### src/rtl/core/alu16fm_pkg.sv
`default_nettype none
// ----------------------------------------------------------------------------
// alu16fm_pkg: shared definitions of the 16-bit flag ALU
// Opcodes, flag bit positions, step counts of the iterative multiply/divide
// unit and the command/status structs that connect it to the sequencer.
// ----------------------------------------------------------------------------
package alu16fm_pkg;

  localparam logic [2:0] OP_ADD16 = 3'd0;
  localparam logic [2:0] OP_ADD32 = 3'd1;
  localparam logic [2:0] OP_MUL   = 3'd2;
  localparam logic [2:0] OP_DIV   = 3'd3;
  localparam logic [2:0] OP_CMP   = 3'd4;
  localparam logic [2:0] OP_NEG   = 3'd5;

  localparam int FLAG_W = 7;
  localparam int FLAG_Z = 0;
  localparam int FLAG_M = 1;
  localparam int FLAG_C = 2;
  localparam int FLAG_V = 3;
  localparam int FLAG_E = 4;
  localparam int FLAG_G = 5;
  localparam int FLAG_L = 6;

  localparam int DIV_STEPS = 32;
  localparam int MUL_STEPS = 16;
  localparam int CNT_W     = $clog2(DIV_STEPS + 1);

  typedef struct packed {
    logic        start;
    logic        is_div;
    logic [15:0] opnd;   // multiplicand magnitude or divisor magnitude
    logic [31:0] work;   // dividend magnitude, or multiplier magnitude in the low half
  } md_cmd_t;

  typedef struct packed {
    logic        busy;
    logic [15:0] rem;    // remainder, or high product half
    logic [31:0] work;   // quotient, or low product half in the low half
  } md_stat_t;

  function automatic logic [15:0] mag16(input logic [15:0] v);
    return v[15] ? 16'(~v + 16'd1) : v;
  endfunction

endpackage
`default_nettype wire

### src/rtl/core/alu16fm_if.sv
`default_nettype none
// ----------------------------------------------------------------------------
// alu16fm interfaces: input and result channels
// Valid/ready channels that carry one ALU request and one ALU result.
// ----------------------------------------------------------------------------
interface alu16fm_in_if;
  logic               valid;
  logic               ready;
  logic [2:0]         opcode;
  logic [2:0]         reg_first;
  logic [2:0]         reg_second;
  logic [15:0]        first_value;
  logic [15:0]        second_value;
  logic [15:0]        arg_hi;
  logic [15:0]        arg_lo;
  logic               carry_in;
  logic               subtract;
  logic signed [31:0] cmp_a;
  logic signed [31:0] cmp_b;

  modport source (output valid, opcode, reg_first, reg_second, first_value, second_value,
                  arg_hi, arg_lo, carry_in, subtract, cmp_a, cmp_b, input ready);
  modport sink   (input valid, opcode, reg_first, reg_second, first_value, second_value,
                  arg_hi, arg_lo, carry_in, subtract, cmp_a, cmp_b, output ready);
endinterface

interface alu16fm_out_if;
  logic        valid;
  logic        ready;
  logic        write_first;
  logic [2:0]  first_index;
  logic [15:0] first_data;
  logic        write_second;
  logic [2:0]  second_index;
  logic [15:0] second_data;
  logic [6:0]  flags;
  logic        div_zero_int;
  logic        div_overflow_int;

  modport source (output valid, write_first, first_index, first_data, write_second,
                  second_index, second_data, flags, div_zero_int, div_overflow_int,
                  input ready);
  modport sink   (input valid, write_first, first_index, first_data, write_second,
                  second_index, second_data, flags, div_zero_int, div_overflow_int,
                  output ready);
endinterface
`default_nettype wire

### src/rtl/core/alu16_flags_muldiv_unit.sv
`default_nettype none
// ----------------------------------------------------------------------------
// alu16_flags_muldiv_unit: 16-bit ALU with status flags, multiply and divide
// Sequencer, flag register and result register around the iterative unit.
// ----------------------------------------------------------------------------
// The unit takes one request at a time and returns exactly one result per
// request. The input is ready only while the sequencer is idle. An add16,
// add32, compare, negate or unused opcode passes through a setup state and
// a finish state only. A multiply runs 16 shift-add steps on the shared
// 17-bit adder; a divide runs 32 restoring steps on the same adder. The
// iteration count of that adder sets how long a request holds the unit,
// and no new request is taken until the previous one leaves the finish state.
// A divide by zero skips the iteration. The result sits in an output
// register, and the unit goes back to idle as soon as the result is loaded,
// so a new request may be taken while the previous result waits for its
// transfer. The flag register (Z, M, C, V, E, G, L) is updated in the same
// cycle the result register is loaded, and each result carries the flags
// as they are after its own operation.
// ----------------------------------------------------------------------------
module alu16_flags_muldiv_unit (
  input wire             clk,
  input wire             rst_n,
  alu16fm_in_if.sink     in_ch,
  alu16fm_out_if.source  out_ch
);
  import alu16fm_pkg::*;

  typedef enum logic [1:0] {ST_IDLE, ST_EXEC, ST_WAIT, ST_FIN} state_t;

  state_t state_r;

  // Captured request.
  logic [2:0]  op_r, r1_r, r2_r;
  logic [15:0] v1_r, v2_r, ahi_r, alo_r;
  logic        cin_r, sub_r;
  logic [31:0] ca_r, cb_r;
  logic [31:0] b32_r;   // add32 argument after optional negation

  logic [FLAG_W-1:0] flag_r;

  // Result register.
  logic              out_valid_r;
  logic              w1_r, w2_r, dz_r, dov_r;
  logic [2:0]        i1_r, i2_r;
  logic [15:0]       d1_r, d2_r;
  logic [FLAG_W-1:0] oflags_r;

  md_cmd_t  cmd;
  md_stat_t stat;

  logic in_xfer, out_xfer, load_out;

  assign in_ch.ready = (state_r == ST_IDLE);
  assign in_xfer     = in_ch.valid && in_ch.ready;
  assign out_xfer    = out_valid_r && out_ch.ready;
  assign load_out    = (state_r == ST_FIN) && (!out_valid_r || out_ch.ready);

  // Operand setup for the iterative unit.
  logic [31:0] dividend;
  always_comb begin
    dividend   = {v1_r, v2_r};
    cmd.start  = (state_r == ST_EXEC) &&
                 ((op_r == OP_MUL) || ((op_r == OP_DIV) && (alo_r != 16'd0)));
    cmd.is_div = (op_r == OP_DIV);
    if (op_r == OP_DIV) begin
      cmd.opnd = mag16(alo_r);
      cmd.work = dividend[31] ? 32'(~dividend + 32'd1) : dividend;
    end else begin
      cmd.opnd = mag16(v2_r);
      cmd.work = {16'd0, mag16(alo_r)};
    end
  end

  alu16fm_muldiv u_muldiv (
    .clk  (clk),
    .rst_n(rst_n),
    .cmd  (cmd),
    .stat (stat)
  );

  // Result computation in the finish cycle.
  logic [16:0]       s16, sn;
  logic [32:0]       s33;
  logic [31:0]       pm, p, q;
  logic [15:0]       r16;
  logic              w1, w2, dz, dov;
  logic [15:0]       d1, d2;
  logic [FLAG_W-1:0] flags_nxt;

  always_comb begin
    s16 = {1'b0, v1_r} + {1'b0, alo_r} + 17'(cin_r);
    sn  = {1'b0, ~v1_r} + 17'(cin_r);
    s33 = {1'b0, v1_r, v2_r} + {1'b0, b32_r};
    pm  = {stat.rem, stat.work[15:0]};
    p   = (v2_r[15] ^ alo_r[15]) ? 32'(~pm + 32'd1) : pm;
    q   = (v1_r[15] ^ alo_r[15]) ? 32'(~stat.work + 32'd1) : stat.work;
    r16 = v1_r[15] ? 16'(~stat.rem + 16'd1) : stat.rem;

    w1        = 1'b0;
    w2        = 1'b0;
    d1        = '0;
    d2        = '0;
    dz        = 1'b0;
    dov       = 1'b0;
    flags_nxt = flag_r;
    case (op_r)
      OP_ADD16: begin
        w1                = 1'b1;
        d1                = s16[15:0];
        flags_nxt[FLAG_Z] = (s16[15:0] == 16'd0);
        flags_nxt[FLAG_M] = s16[15];
        flags_nxt[FLAG_C] = s16[16];
        flags_nxt[FLAG_V] = (v1_r[15] == alo_r[15]) && (s16[15] != v1_r[15]);
      end
      OP_ADD32: begin
        w1                = (r1_r != r2_r);
        w2                = 1'b1;
        d1                = s33[31:16];
        d2                = s33[15:0];
        flags_nxt[FLAG_Z] = (s33[31:0] == 32'd0);
        flags_nxt[FLAG_M] = s33[31];
        flags_nxt[FLAG_C] = s33[32];
        flags_nxt[FLAG_V] = (v1_r[15] == b32_r[31]) && (s33[31] != v1_r[15]);
      end
      OP_MUL: begin
        w1                = (r1_r != r2_r);
        w2                = 1'b1;
        d1                = p[31:16];
        d2                = p[15:0];
        flags_nxt[FLAG_Z] = (p == 32'd0);
        flags_nxt[FLAG_M] = p[31];
        flags_nxt[FLAG_V] = 1'b0;
      end
      OP_DIV: begin
        if (alo_r == 16'd0) begin
          dz = 1'b1;
        end else begin
          w1                = 1'b1;
          w2                = (r1_r != r2_r);
          d1                = r16;
          d2                = q[15:0];
          // The quotient fits in 16 signed bits only if bits 31..15 agree.
          dov               = !((q[31:15] == '0) || (q[31:15] == '1));
          flags_nxt[FLAG_Z] = (q == 32'd0);
          flags_nxt[FLAG_M] = q[31];
        end
      end
      OP_CMP: begin
        flags_nxt[FLAG_E] = (ca_r == cb_r);
        flags_nxt[FLAG_G] = ($signed(ca_r) > $signed(cb_r));
        flags_nxt[FLAG_L] = ($signed(ca_r) < $signed(cb_r));
      end
      OP_NEG: begin
        w1                = 1'b1;
        d1                = sn[15:0];
        flags_nxt[FLAG_Z] = (sn[15:0] == 16'd0);
        flags_nxt[FLAG_M] = sn[15];
        flags_nxt[FLAG_C] = sn[16];
        flags_nxt[FLAG_V] = (sn[15] != v1_r[15]);
      end
      default: begin
        // Unused opcodes write nothing and keep the flags.
      end
    endcase
  end

  // Sequencer, flag register and result register.
  always_ff @(posedge clk) begin
    if (!rst_n) begin
      state_r     <= ST_IDLE;
      flag_r      <= '0;
      out_valid_r <= 1'b0;
    end else begin
      // A new result takes the register in the same cycle the old one leaves.
      if (load_out) begin
        out_valid_r <= 1'b1;
      end else if (out_xfer) begin
        out_valid_r <= 1'b0;
      end
      case (state_r)
        ST_IDLE: begin
          if (in_xfer) begin
            state_r <= ST_EXEC;
            op_r    <= in_ch.opcode;
            r1_r    <= in_ch.reg_first;
            r2_r    <= in_ch.reg_second;
            v1_r    <= in_ch.first_value;
            v2_r    <= in_ch.second_value;
            ahi_r   <= in_ch.arg_hi;
            alo_r   <= in_ch.arg_lo;
            cin_r   <= in_ch.carry_in;
            sub_r   <= in_ch.subtract;
            ca_r    <= in_ch.cmp_a;
            cb_r    <= in_ch.cmp_b;
          end
        end
        ST_EXEC: begin
          b32_r   <= sub_r ? 32'(~{ahi_r, alo_r} + 32'd1) : {ahi_r, alo_r};
          state_r <= cmd.start ? ST_WAIT : ST_FIN;
        end
        ST_WAIT: begin
          if (!stat.busy) begin
            state_r <= ST_FIN;
          end
        end
        ST_FIN: begin
          if (load_out) begin
            state_r     <= ST_IDLE;
            flag_r      <= flags_nxt;
            w1_r        <= w1;
            i1_r        <= w1 ? r1_r : 3'd0;
            d1_r        <= w1 ? d1 : 16'd0;
            w2_r        <= w2;
            i2_r        <= w2 ? r2_r : 3'd0;
            d2_r        <= w2 ? d2 : 16'd0;
            oflags_r    <= flags_nxt;
            dz_r        <= dz;
            dov_r       <= dov;
          end
        end
        default: begin
          state_r <= ST_IDLE;
        end
      endcase
    end
  end

  assign out_ch.valid            = out_valid_r;
  assign out_ch.write_first      = w1_r;
  assign out_ch.first_index      = i1_r;
  assign out_ch.first_data       = d1_r;
  assign out_ch.write_second     = w2_r;
  assign out_ch.second_index     = i2_r;
  assign out_ch.second_data      = d2_r;
  assign out_ch.flags            = oflags_r;
  assign out_ch.div_zero_int     = dz_r;
  assign out_ch.div_overflow_int = dov_r;

  // A divide by zero never carries a register write-back.
  a_dz_no_write: assert property (@(posedge clk) disable iff (!rst_n)
    out_valid_r && dz_r |-> !w1_r && !w2_r)
    else $error("divide by zero result carries a write-back");

  // The iterative unit only runs while the sequencer waits for it.
  a_busy_in_wait: assert property (@(posedge clk) disable iff (!rst_n)
    stat.busy |-> state_r == ST_WAIT)
    else $error("multiply/divide unit busy outside the wait state");

  // Flags change only when a result is loaded.
  a_flags_hold: assert property (@(posedge clk) disable iff (!rst_n)
    !load_out |=> $stable(flag_r))
    else $error("flag register changed without a result load");

  // A request transfer always takes the sequencer out of idle.
  a_busy_after_xfer: assert property (@(posedge clk) disable iff (!rst_n)
    in_xfer |=> state_r == ST_EXEC)
    else $error("sequencer did not start after a request transfer");

endmodule
`default_nettype wire

### src/rtl/core/alu16fm_muldiv.sv
`default_nettype none
// ----------------------------------------------------------------------------
// alu16fm_muldiv: iterative unsigned multiply / divide unit
// One shared 17-bit adder/subtractor runs shift-add multiply (16 steps) or
// restoring division (32 steps), one step per cycle.
// ----------------------------------------------------------------------------
module alu16fm_muldiv (
  input  wire                    clk,
  input  wire                    rst_n,
  input  alu16fm_pkg::md_cmd_t   cmd,
  output alu16fm_pkg::md_stat_t  stat
);
  import alu16fm_pkg::*;

  logic             busy_r;
  logic             is_div_r;
  logic [CNT_W-1:0] cnt_r;
  logic [15:0]      opnd_r;
  logic [15:0]      rem_r, rem_nxt;
  logic [31:0]      work_r, work_nxt;

  logic [16:0] sh;
  logic [16:0] add_a, add_b;
  logic [17:0] add_res;
  logic [16:0] mul_sum;

  always_comb begin
    sh      = {rem_r, work_r[31]};
    add_a   = is_div_r ? sh : {1'b0, rem_r};
    add_b   = {1'b0, opnd_r};
    // Subtract in division: a carry into bit 17 means no borrow.
    add_res = {1'b0, add_a} + {1'b0, (is_div_r ? ~add_b : add_b)} + 18'(is_div_r);
    mul_sum = work_r[0] ? add_res[16:0] : {1'b0, rem_r};
    if (is_div_r) begin
      rem_nxt  = add_res[17] ? add_res[15:0] : sh[15:0];
      work_nxt = {work_r[30:0], add_res[17]};
    end else begin
      rem_nxt  = mul_sum[16:1];
      work_nxt = {work_r[31:16], mul_sum[0], work_r[15:1]};
    end
  end

  always_ff @(posedge clk) begin
    if (!rst_n) begin
      busy_r <= 1'b0;
      cnt_r  <= '0;
    end else if (cmd.start) begin
      busy_r <= 1'b1;
      cnt_r  <= cmd.is_div ? CNT_W'(DIV_STEPS) : CNT_W'(MUL_STEPS);
    end else if (busy_r) begin
      cnt_r <= cnt_r - CNT_W'(1);
      if (cnt_r == CNT_W'(1)) begin
        busy_r <= 1'b0;
      end
    end
  end

  always_ff @(posedge clk) begin
    if (cmd.start) begin
      is_div_r <= cmd.is_div;
      opnd_r   <= cmd.opnd;
      work_r   <= cmd.work;
      rem_r    <= '0;
    end else if (busy_r) begin
      rem_r  <= rem_nxt;
      work_r <= work_nxt;
    end
  end

  assign stat.busy = busy_r;
  assign stat.rem  = rem_r;
  assign stat.work = work_r;

endmodule
`default_nettype wire
### src/flat_wrapper.sv
// flat-port wrapper written by rule: the top's interface ports become plain ports
module alu16_flags_muldiv_unit_flat import alu16fm_pkg::*;
  (clk, rst_n, in_ch_valid, in_ch_opcode, in_ch_reg_first, in_ch_reg_second, in_ch_first_value, in_ch_second_value, in_ch_arg_hi, in_ch_arg_lo, in_ch_carry_in, in_ch_subtract, in_ch_cmp_a, in_ch_cmp_b, in_ch_ready, out_ch_valid, out_ch_write_first, out_ch_first_index, out_ch_first_data, out_ch_write_second, out_ch_second_index, out_ch_second_data, out_ch_flags, out_ch_div_zero_int, out_ch_div_overflow_int, out_ch_ready);
  alu16fm_in_if in_ch_i ();
  alu16fm_out_if out_ch_i ();
  input wire clk;
  input wire rst_n;
  input wire logic [$bits(in_ch_i.valid)-1:0] in_ch_valid;
  input wire logic [$bits(in_ch_i.opcode)-1:0] in_ch_opcode;
  input wire logic [$bits(in_ch_i.reg_first)-1:0] in_ch_reg_first;
  input wire logic [$bits(in_ch_i.reg_second)-1:0] in_ch_reg_second;
  input wire logic [$bits(in_ch_i.first_value)-1:0] in_ch_first_value;
  input wire logic [$bits(in_ch_i.second_value)-1:0] in_ch_second_value;
  input wire logic [$bits(in_ch_i.arg_hi)-1:0] in_ch_arg_hi;
  input wire logic [$bits(in_ch_i.arg_lo)-1:0] in_ch_arg_lo;
  input wire logic [$bits(in_ch_i.carry_in)-1:0] in_ch_carry_in;
  input wire logic [$bits(in_ch_i.subtract)-1:0] in_ch_subtract;
  input wire logic [$bits(in_ch_i.cmp_a)-1:0] in_ch_cmp_a;
  input wire logic [$bits(in_ch_i.cmp_b)-1:0] in_ch_cmp_b;
  output wire logic [$bits(in_ch_i.ready)-1:0] in_ch_ready;
  output wire logic [$bits(out_ch_i.valid)-1:0] out_ch_valid;
  output wire logic [$bits(out_ch_i.write_first)-1:0] out_ch_write_first;
  output wire logic [$bits(out_ch_i.first_index)-1:0] out_ch_first_index;
  output wire logic [$bits(out_ch_i.first_data)-1:0] out_ch_first_data;
  output wire logic [$bits(out_ch_i.write_second)-1:0] out_ch_write_second;
  output wire logic [$bits(out_ch_i.second_index)-1:0] out_ch_second_index;
  output wire logic [$bits(out_ch_i.second_data)-1:0] out_ch_second_data;
  output wire logic [$bits(out_ch_i.flags)-1:0] out_ch_flags;
  output wire logic [$bits(out_ch_i.div_zero_int)-1:0] out_ch_div_zero_int;
  output wire logic [$bits(out_ch_i.div_overflow_int)-1:0] out_ch_div_overflow_int;
  input wire logic [$bits(out_ch_i.ready)-1:0] out_ch_ready;
  assign in_ch_i.valid = in_ch_valid;
  assign in_ch_i.opcode = in_ch_opcode;
  assign in_ch_i.reg_first = in_ch_reg_first;
  assign in_ch_i.reg_second = in_ch_reg_second;
  assign in_ch_i.first_value = in_ch_first_value;
  assign in_ch_i.second_value = in_ch_second_value;
  assign in_ch_i.arg_hi = in_ch_arg_hi;
  assign in_ch_i.arg_lo = in_ch_arg_lo;
  assign in_ch_i.carry_in = in_ch_carry_in;
  assign in_ch_i.subtract = in_ch_subtract;
  assign in_ch_i.cmp_a = in_ch_cmp_a;
  assign in_ch_i.cmp_b = in_ch_cmp_b;
  assign in_ch_ready = in_ch_i.ready;
  assign out_ch_valid = out_ch_i.valid;
  assign out_ch_write_first = out_ch_i.write_first;
  assign out_ch_first_index = out_ch_i.first_index;
  assign out_ch_first_data = out_ch_i.first_data;
  assign out_ch_write_second = out_ch_i.write_second;
  assign out_ch_second_index = out_ch_i.second_index;
  assign out_ch_second_data = out_ch_i.second_data;
  assign out_ch_flags = out_ch_i.flags;
  assign out_ch_div_zero_int = out_ch_i.div_zero_int;
  assign out_ch_div_overflow_int = out_ch_i.div_overflow_int;
  assign out_ch_i.ready = out_ch_ready;
  alu16_flags_muldiv_unit u_core (.clk(clk), .rst_n(rst_n), .in_ch(in_ch_i), .out_ch(out_ch_i));
endmodule
### config.mk
export PLATFORM = sky130hd
export DESIGN_NAME = alu16_flags_muldiv_unit_flat
export DESIGN_NICKNAME = d
export VERILOG_FILES = /design/src/rtl/core/alu16fm_pkg.sv /design/src/rtl/core/alu16fm_if.sv /design/src/rtl/core/alu16_flags_muldiv_unit.sv /design/src/rtl/core/alu16fm_muldiv.sv /design/src/flat_wrapper.sv
export SDC_FILE = /design/constraint.sdc
export NUM_CORES = 1
export LEC_CHECK = 0
export BUFFER_PORTS_ARGS = -buffer_cell sky130_fd_sc_hd__clkbuf_2
export CELL_PAD_IN_SITES_DETAIL_PLACEMENT = 0
export CELL_PAD_IN_SITES_GLOBAL_PLACEMENT = 1
export CORE_MARGIN = 4
export CORE_UTILIZATION = 36
export CTS_CLUSTER_SIZE = 16
export DETAILED_ROUTE_END_ITERATION = 6
export PLACE_DENSITY = 0.64
export SETUP_SLACK_MARGIN = 0.1
export SYNTH_ARGS = -nofsm -noshare
export SYNTH_HDL_FRONTEND = slang
export SYNTH_SLANG_ARGS = --single-unit
export TNS_END_PERCENT = 50
### constraint.sdc
create_clock -name clk -period 7.9 [get_ports clk]
set_input_delay 0.79 -clock clk [delete_from_list [all_inputs] [get_ports clk]]
set_output_delay 0.79 -clock clk [all_outputs]
set_load 0.005 [all_outputs]
==> key figures, run 1 <==
Synthesis
  – Synth Flop Type: sky130_fd_sc_hd__edfxtp_1
  – Area of the mapped netlist: 20900 um2
  – Proportion of synthesized chip area in sequential cells: about two fifths
  – Post-synth top area share: about two fifths
  – Mean post-synth cell area: roughly 9.4 um2
  – EDFF count, synth: about 270
  – Net count after synthesis: 2478
  – Async SR Flop Fraction: 0%
  – Post-synthesis cell type count: 91
  – Yosys warnings: 0
  – Leading area contributor after synthesis: sky130_fd_sc_hd__edfxtp_1
  – Yosys reg bits: 302
  – Post-synthesis instance total: roughly 2.2k
  – Synth top area cells: sky130_fd_sc_hd__edfxtp_1 39%, sky130_fd_sc_hd__ha_1 6.5%, sky130_fd_sc_hd__xnor2_1 5.0%

Placement
  – Setup Slack @ Placement: roughly 3.3 ns
  – Post-placement cell count: a little over 3k
  – Number of buffers inserted by port buffering: 193
  – Final weighted congestion in routability-driven placement: between 0.9 and 1
  – DP HPWL: about 57000 um

Power
  – Share of power burned in the clock network: 24.6%
  – Proportion of power drawn by combinational gates: between 40% and 50%
  – Share of total power consumed by net switching: a little over two fifths
  – Worst IR Drop VDD: 0.000189 V
  – Leakage power total: roughly 0.0090 uW
  – Psw: between 2000 and 3000 uW
  – Cell-internal power: a little over 4000 uW
  – Pwr Density: just under 300 nW/um2
  – Part of the power in registers: 35.0%

Layout
  – Area growth from synthesis to layout: 13.6%
  – Fraction of final layout cells with drive strength greater than 1: between 10% and 20%
  – Number of inserted filler cells in the final layout: 5681
  – Core utilization of the finished layout: between 40% and 50%
  – Final Non-Filler Cells: approximately 3.1k
  – # nets final: 2589

Worst setup path
  – Crit path max-delay cell type: sky130_fd_sc_hd__nor4_1
  – CP Data Arrival Time: between 4 and 5 ns
  – Category of the critical setup timing path: flip-flop to flip-flop
  – CP max stage delay: between 0.8 and 0.9 ns
  – Req. time, crit path: about 8.2 ns
  – Worst Setup End Kind: flip-flop
  – Critical path buffers and inverters: 0
  – Peak fanout along the critical path: 17
  – Crit-path cells: nor4_1 > nand4_1 > o41ai_1 > xor2_1 > nor4_1 > nand4_1 > or4_1 > and3_1
  – Dominant delay contributor by cell family on the critical path: simple AND/OR/NAND/NOR gates
  – Category of the worst setup path launch point: flip-flop

Clock tree
  – Setup repair bufs after CTS: 0
  – Clock network latency to the later pin of the worst-skew pair: approximately 0.6 ns
  – Clock buffers created by TritonCTS: 38
  – PostCTS Resize Cnt: 0
  – H-Tree Level Count: 2
  – Clock Sink Count: about 300
  – Register clock-pin slew on the reported worst setup and hold paths: approximately 0.06 ns
  – Maximum number of buffers from clock root to sink: 3
  – Clock tree root driver cell: sky130_fd_sc_hd__clkbuf_16
  – Count of hold-fix buffers inserted at cts: 0
  – CTS tree: done

STA
  – Number of max-slew violations in the final report: 0
  – Fraction of the cycle the final worst path needs: between 50% and 60%
  – Fin Setup TNS: 0 ns
  – Finish-stage setup viols: 0
  – Max Clk Rate: around 220 MHz
  – Rel. slew slack: a little over a fifth
  – Worst-case clock skew: approximately 0.025 ns
  – Final hold vios: 0
  – Post-layout min period: ~4.6 ns
  – Worst setup margin: 3.26 ns
  – Worst slew pin tran: roughly 1.2 ns
  – RSZ-0062 raised after global routing: no
  – Final hold slack: just under 0.4 ns

Detailed routing
  – Violation count after the first detailed-routing iteration: 1742
  – Number of design rule violations left after detail routing: 0
  – Post-DRT Antenna Nets: 0
  – Vias: around 18k
  – Count of TritonRoute iterations in the first routing pass: 6
  – Average vias per placed instance: about 5.7
  – WL final: between 70000 and 80000 um
  – Wire per inst: between 20 and 25 um

Floorplanning
  – Row cnt: 88
  – Core ar.: roughly 58000 um2
  – Starting Density: between 30% and 40%
  – Die Outline Area: between 60000 and 70000 um2
  – Die Span Y: 249 um
  – Count of pins on the block boundary: ~190
  – Die width: about 250 um

Global route
  – Wire length of the first global-routing pass: ~110000 um
  – Antenna violations before repair: 5
  – Total grt overflow: 0
  – Via count of the first global-routing pass: ~17k
  – Largest net degree at the start of global routing: 76
  – Total global routing track utilization: a little under a quarter

Hold path
  – Tightest Hold Check Type: input port to flip-flop

Job
  – Count of max-cap constraint violations: 0

Outcome
  – Run status: finished, final reports clean
-- final timing paths --
kind	start	endpoint	slack, ns	cells past startpoint
worst max register to register	u_core.u_muldiv.work_r[15]	u_core.out_ch.div_overflow_int	3.26	8
worst min register to register	u_core.flag_r[5]	u_core.flag_r[5]	0.47	2
worst min-delay path	in_ch_cmp_a[18]	u_core.ca_r[18]	0.38	1
worst max-delay path	u_core.u_muldiv.work_r[15]	u_core.out_ch.div_overflow_int	3.26	8
-- flip-flops by register name (all words and copies together), names as in the netlist, 32 cells and up --
name,count
u_core.ca_r,32
u_core.b32_r,32
u_core.u_muldiv.work_r,32
u_core.cb_r,32
-- per-layer routing --
| metal | part of all wire, % | vias to the layer above | GRT usage, % |
|---|---|---|---|
| li1 | - | 8486 | - |
| met1 | 44 | 8651 | 31.4 |
| met2 | 45 | 623 | 36.5 |
| met3 | 6.4 | 146 | 3.64 |
| met4 | 4.2 | 4 | 8.53 |
| met5 | 0.035 | - | 0 |
-- cell families (layout without fill, tap and decap cells) --
kind of cell               Yosys count  after routing  synth area share [%]
and+or+nand+nor                    727            727                  17.4
AOI/OAI and AO/OA                  591            591                  18.5
DFF                                302            302                  41.7
buffers and inverters              227            368                  4.09
xor gates and xnor gates           216            216                  9.04
adders and majority gates          113            113                  6.90
muxes                               46             46                  2.31
other                                0              1                     0
-- power groups by stage --
| stage | clock network [uW] | logic (uW) | registers (uW) |
|---|---|---|---|
| floorplan | 0 | 2080 | 2220 |
| global placement | 0 | 2780 | 2480 |
| detailed placement | 0 | 2780 | 2480 |
| CTS | 1780 | 2800 | 2450 |
| global route | 1840 | 3110 | 2490 |
| finish | 1730 | 2840 | 2460 |
-- cell usage in the layout (no fill, tap or decap), drive strengths merged, types with 25 or more instances in the layout --
master / Yosys / layout
edfxtp: 269 / 269
ha: 109 / 109
a21o: 40 / 40
nor3: 53 / 53
nand2b: 25 / 25
clkbuf: 133 / 238
buf: 17 / 28
o21ai: 157 / 157
a21oi: 115 / 115
o211ai: 30 / 30
a31oi: 37 / 37
nand4: 30 / 30
mux2i: 28 / 28
nor2b: 27 / 27
nor4: 32 / 32
xor2: 96 / 96
or3: 45 / 45
dfxtp: 33 / 33
o31ai: 33 / 33
nor2: 147 / 147
nand2: 235 / 235
xnor2: 120 / 120
nand3: 36 / 36
inv: 77 / 82
-- synthesized netlist by cell type (all sizes together), types with 32 or more instances --
library cell / instances
edfxtp: 269
nand2: 235
o21ai: 157
nor2: 147
clkbuf: 133
xnor2: 120
a21oi: 115
ha: 109
xor2: 96
inv: 77
nor3: 53
or3: 45
a21o: 40
a31oi: 37
nand3: 36
dfxtp: 33
o31ai: 33
nor4: 32
-- per-stage QoR --
step / total power, uW / cell area (um2)
2_1_floorplan: 4310 / 20900
3_3_place_gp: 5260 / 22500
3_5_place_dp: 5270 / 22500
4_1_cts: 7040 / 23800
5_1_grt: 7430 / 23800
6_report: 7030 / 23800
-- final cells by class --
class                      instances  area, um2  share of cell area [%]
clock buffer                      45        977                    4.11
multi-input combinational       1693      11400                    47.8
sequential                       302       8740                    36.7
clock inverter                    25        277                    1.16
timing repair buffer             221       1180                    4.95
tap                              765        957                    4.03
antenna                            1       2.50                  0.0105
inverter                          77        289                    1.22
No activity file was read; power rests on OpenSTA's default activity.
==> run 2: changes to the inputs <==
--- a/config.mk
+++ b/config.mk
@@ -12,7 +12,7 @@
 export CORE_UTILIZATION = 36
 export CTS_CLUSTER_SIZE = 16
 export DETAILED_ROUTE_END_ITERATION = 6
-export PLACE_DENSITY = 0.64
+export PLACE_DENSITY = 0.66
 export SETUP_SLACK_MARGIN = 0.1
 export SYNTH_ARGS = -nofsm -noshare
 export SYNTH_HDL_FRONTEND = slang
==> constraint.sdc (replaced) <==
create_clock -name clk -period 3.9 [get_ports clk]
set_input_delay 0.39 -clock clk [delete_from_list [all_inputs] [get_ports clk]]
set_output_delay 0.39 -clock clk [all_outputs]
set_load 0.005 [all_outputs]
==> key figures, run 2 (synthesized netlist as in run 1, its figures left out) <==
Outcome
  – Run status: finished with violations
  – Violated checks: design-rule violations

Clock tree
  – Clock buffers created by TritonCTS: 37 (-2.6%)
  – Register clock-pin slew on the reported worst setup and hold paths: 0.06 ns (about the same)
  – CTS tree: done
  – Clock tree root driver cell: sky130_fd_sc_hd__clkbuf_16
  – Maximum number of buffers from clock root to sink: 3 (unchanged)
  – Clock Sink Count: 302 (unchanged)
  – H-Tree Level Count: 2 (unchanged)
  – Clock network latency to the later pin of the worst-skew pair: 0.57 ns (-0.02 ns)

Floorplanning
  – Row cnt: 88 (unchanged)
  – Core ar.: 57600 um2 (unchanged)
  – Starting Density: 36.4% (unchanged)
  – Die width: 249 um (unchanged)
  – Die Outline Area: 62100 um2 (unchanged)
  – Count of pins on the block boundary: 194 (unchanged)
  – Die Span Y: 249 um (unchanged)

STA
  – Fraction of the cycle the final worst path needs: 94.9% (+36 points)
  – Worst setup margin: 0.200 ns (-3.06 ns)
  – Max Clk Rate: 270 MHz (+26%)
  – Number of max-slew violations in the final report: 0 (unchanged)
  – Final hold vios: 0 (unchanged)
  – RSZ-0062 raised after global routing: yes
  – Worst-case clock skew: 0.0190 ns (-0.00613 ns)
  – Rel. slew slack: 25.0% (+3.8 points)
  – Post-layout min period: 3.70 ns (-0.945 ns)
  – Finish-stage setup viols: 0 (unchanged)
  – Final hold slack: 0.0188 ns (-0.366 ns)
  – Worst slew pin tran: 1.12 ns (-0.0627 ns)
  – Fin Setup TNS: 0 ns (unchanged)

Placement
  – Number of buffers inserted by port buffering: 193 (unchanged)
  – Setup Slack @ Placement: 0.0148 ns (-3.30 ns)
  – DP HPWL: 60100 um (+6.1%)
  – Post-placement cell count: 3186 (+4.2%)
  – Final weighted congestion in routability-driven placement: 0.951 (+0.23%)

Global route
  – Via count of the first global-routing pass: 19.0k (+9.4%)
  – Total grt overflow: 0 (unchanged)
  – Antenna violations before repair: 0 (-5)
  – Largest net degree at the start of global routing: 57 (-25%)
  – Total global routing track utilization: 24.4% (+1.6 points)
  – Wire length of the first global-routing pass: 118000 um (+7.2%)

Layout
  – Number of inserted filler cells in the final layout: 5487 (-3.4%)
  – Most common cell after layout, fill and taps aside: sky130_fd_sc_hd__edfxtp_1
  – Area growth from synthesis to layout: 24.9%
  – Area taken by multi-input logic gates: 11400 um2 (+0.74%)
  – # nets final: 2846 (+9.9%)
  – Highest-count cells in the layout ignoring fill and taps: 269 x sky130_fd_sc_hd__edfxtp_1, 235 x sky130_fd_sc_hd__nand2_1, 193 x sky130_fd_sc_hd__clkbuf_2
  – Final Non-Filler Cells: 3382 (+8.1%)
  – Storage cell area: 8740 um2 (unchanged)
  – Fraction of final layout cells with drive strength greater than 1: 18.3% (+4.0 points)
  – Number of diodes: 0 (-1)

Worst setup path
  – Category of the critical setup timing path: flip-flop to flip-flop
  – Depth of the worst register-to-register path: 11 (+3)
  – Category of the worst setup path launch point: flip-flop
  – Req. time, crit path: 4.31 ns (-3.92 ns)
  – Peak fanout along the critical path: 5 (-12)
  – Worst Setup End Kind: flip-flop
  – CP Data Arrival Time: 4.11 ns (-0.86 ns)

Detailed routing
  – Wire per inst: 23.0 um (-2.5%)
  – WL final: 77900 um (+5.3%)
  – Vias: 19.0k (+6.4%)
  – Number of design rule violations left after detail routing: 23 (+23)
  – Violation count after the first detailed-routing iteration: 1649 (-5.3%)
  – Count of TritonRoute iterations in the first routing pass: 7 (+1)
  – Post-DRT Antenna Nets: 0 (unchanged)
  – Average vias per placed instance: 5.63 (-1.6%)

Job
  – Count of max-cap constraint violations: 0 (unchanged)

Power
  – Leakage power total: 0.0102 uW (+13%)
  – Pwr Density: 565 nW/um2 (+91%)
  – Worst IR Drop VDD: 0.000375 V (+98%)

Hold path
  – Worst Hold Depth: 1 (unchanged)
  – Tightest Hold Check Type: input port to flip-flop
-- run 2: cell types whose count changed in the layout (fill, tap and decap cells not counted), moves of 3 or more --
cell                            previous run  this run
sky130_fd_sc_hd__dlygate4sd3_1             0       127
sky130_fd_sc_hd__buf_4                    28       151
sky130_fd_sc_hd__buf_12                    0         8
sky130_fd_sc_hd__inv_6                     3         0
-- run 2: layout make-up --
class                   instances  area share, %
inverters                      77           1.10
clock buffers                  45           3.65
repair buffers                479           13.5
multi-input cells            1693           43.8
flip-flops and latches        302           33.4
well taps                     765           3.66
clock inverters                21          0.914
-- run 2: final timing paths --
kind,startpoint,endpoint,slack (ns)
worst min register to register,u_core.flag_r[5],u_core.flag_r[5],0.47
worst min-delay path,in_ch_arg_lo[1],u_core.alo_r[1],0.02
worst max-delay path,u_core.v2_r[2],u_core.u_muldiv.work_r[15],0.20
worst max register to register,u_core.v2_r[2],u_core.u_muldiv.work_r[15],0.20
-- run 2: worst max-delay path, cell delays in order (launching register included) --
cell and delay [ns]:
sky130_fd_sc_hd__edfxtp_1 0.49, sky130_fd_sc_hd__or3_4 0.44, sky130_fd_sc_hd__or3_4 0.35, sky130_fd_sc_hd__or3_4 0.35
sky130_fd_sc_hd__or3_4 0.37, sky130_fd_sc_hd__or2_1 0.25, sky130_fd_sc_hd__or4_4 0.43, sky130_fd_sc_hd__nor3_1 0.16
sky130_fd_sc_hd__ha_1 0.26, sky130_fd_sc_hd__a211oi_1 0.23, sky130_fd_sc_hd__a21oi_1 0.06, sky130_fd_sc_hd__o21ai_0 0.16
-- run 2: what timing repair did --
action / in CTS / in global routing
endpoints found under the hold margin: 127 / 0
setup buffers: 0 / 3
gates resized for setup: 1 / 16
hold buffers: 127 / 0
endpoints found under the setup margin: 3 / 22
pin swaps: 0 / 6
-- run 2: metal layers --
| metal | wire, um | vias to the layer above | global-route usage [%] |
|---|---|---|---|
| li1 | - | 8999 | - |
| met1 | 34200 | 9251 | 33.3 |
| met2 | 36400 | 675 | 40.5 |
| met3 | 4850 | 124 | 3.32 |
| met4 | 2500 | 0 | 7.49 |
| met5 | 0 | - | 0 |
-- run 2: per-stage QoR --
| step | area (um2) | utilization, % | power [uW] |
|---|---|---|---|
| CTS | 26100 | 45.2 | 14700 |
| global route | 26200 | 45.4 | 15700 |
| finish | 26200 | 45.4 | 14800 |
| floorplan | 20900 | - | 8710 |
| detailed placement | 23600 | 41.0 | 11100 |
| global placement | 23600 | 41.0 | 11100 |
-- run 2: power breakdown --
part | internal, uW | total [uW] | switching (uW)
sequential | 4190 | 4750 | 560
combinational | 2610 | 6600 | 3990
clock | 1970 | 3430 | 1450
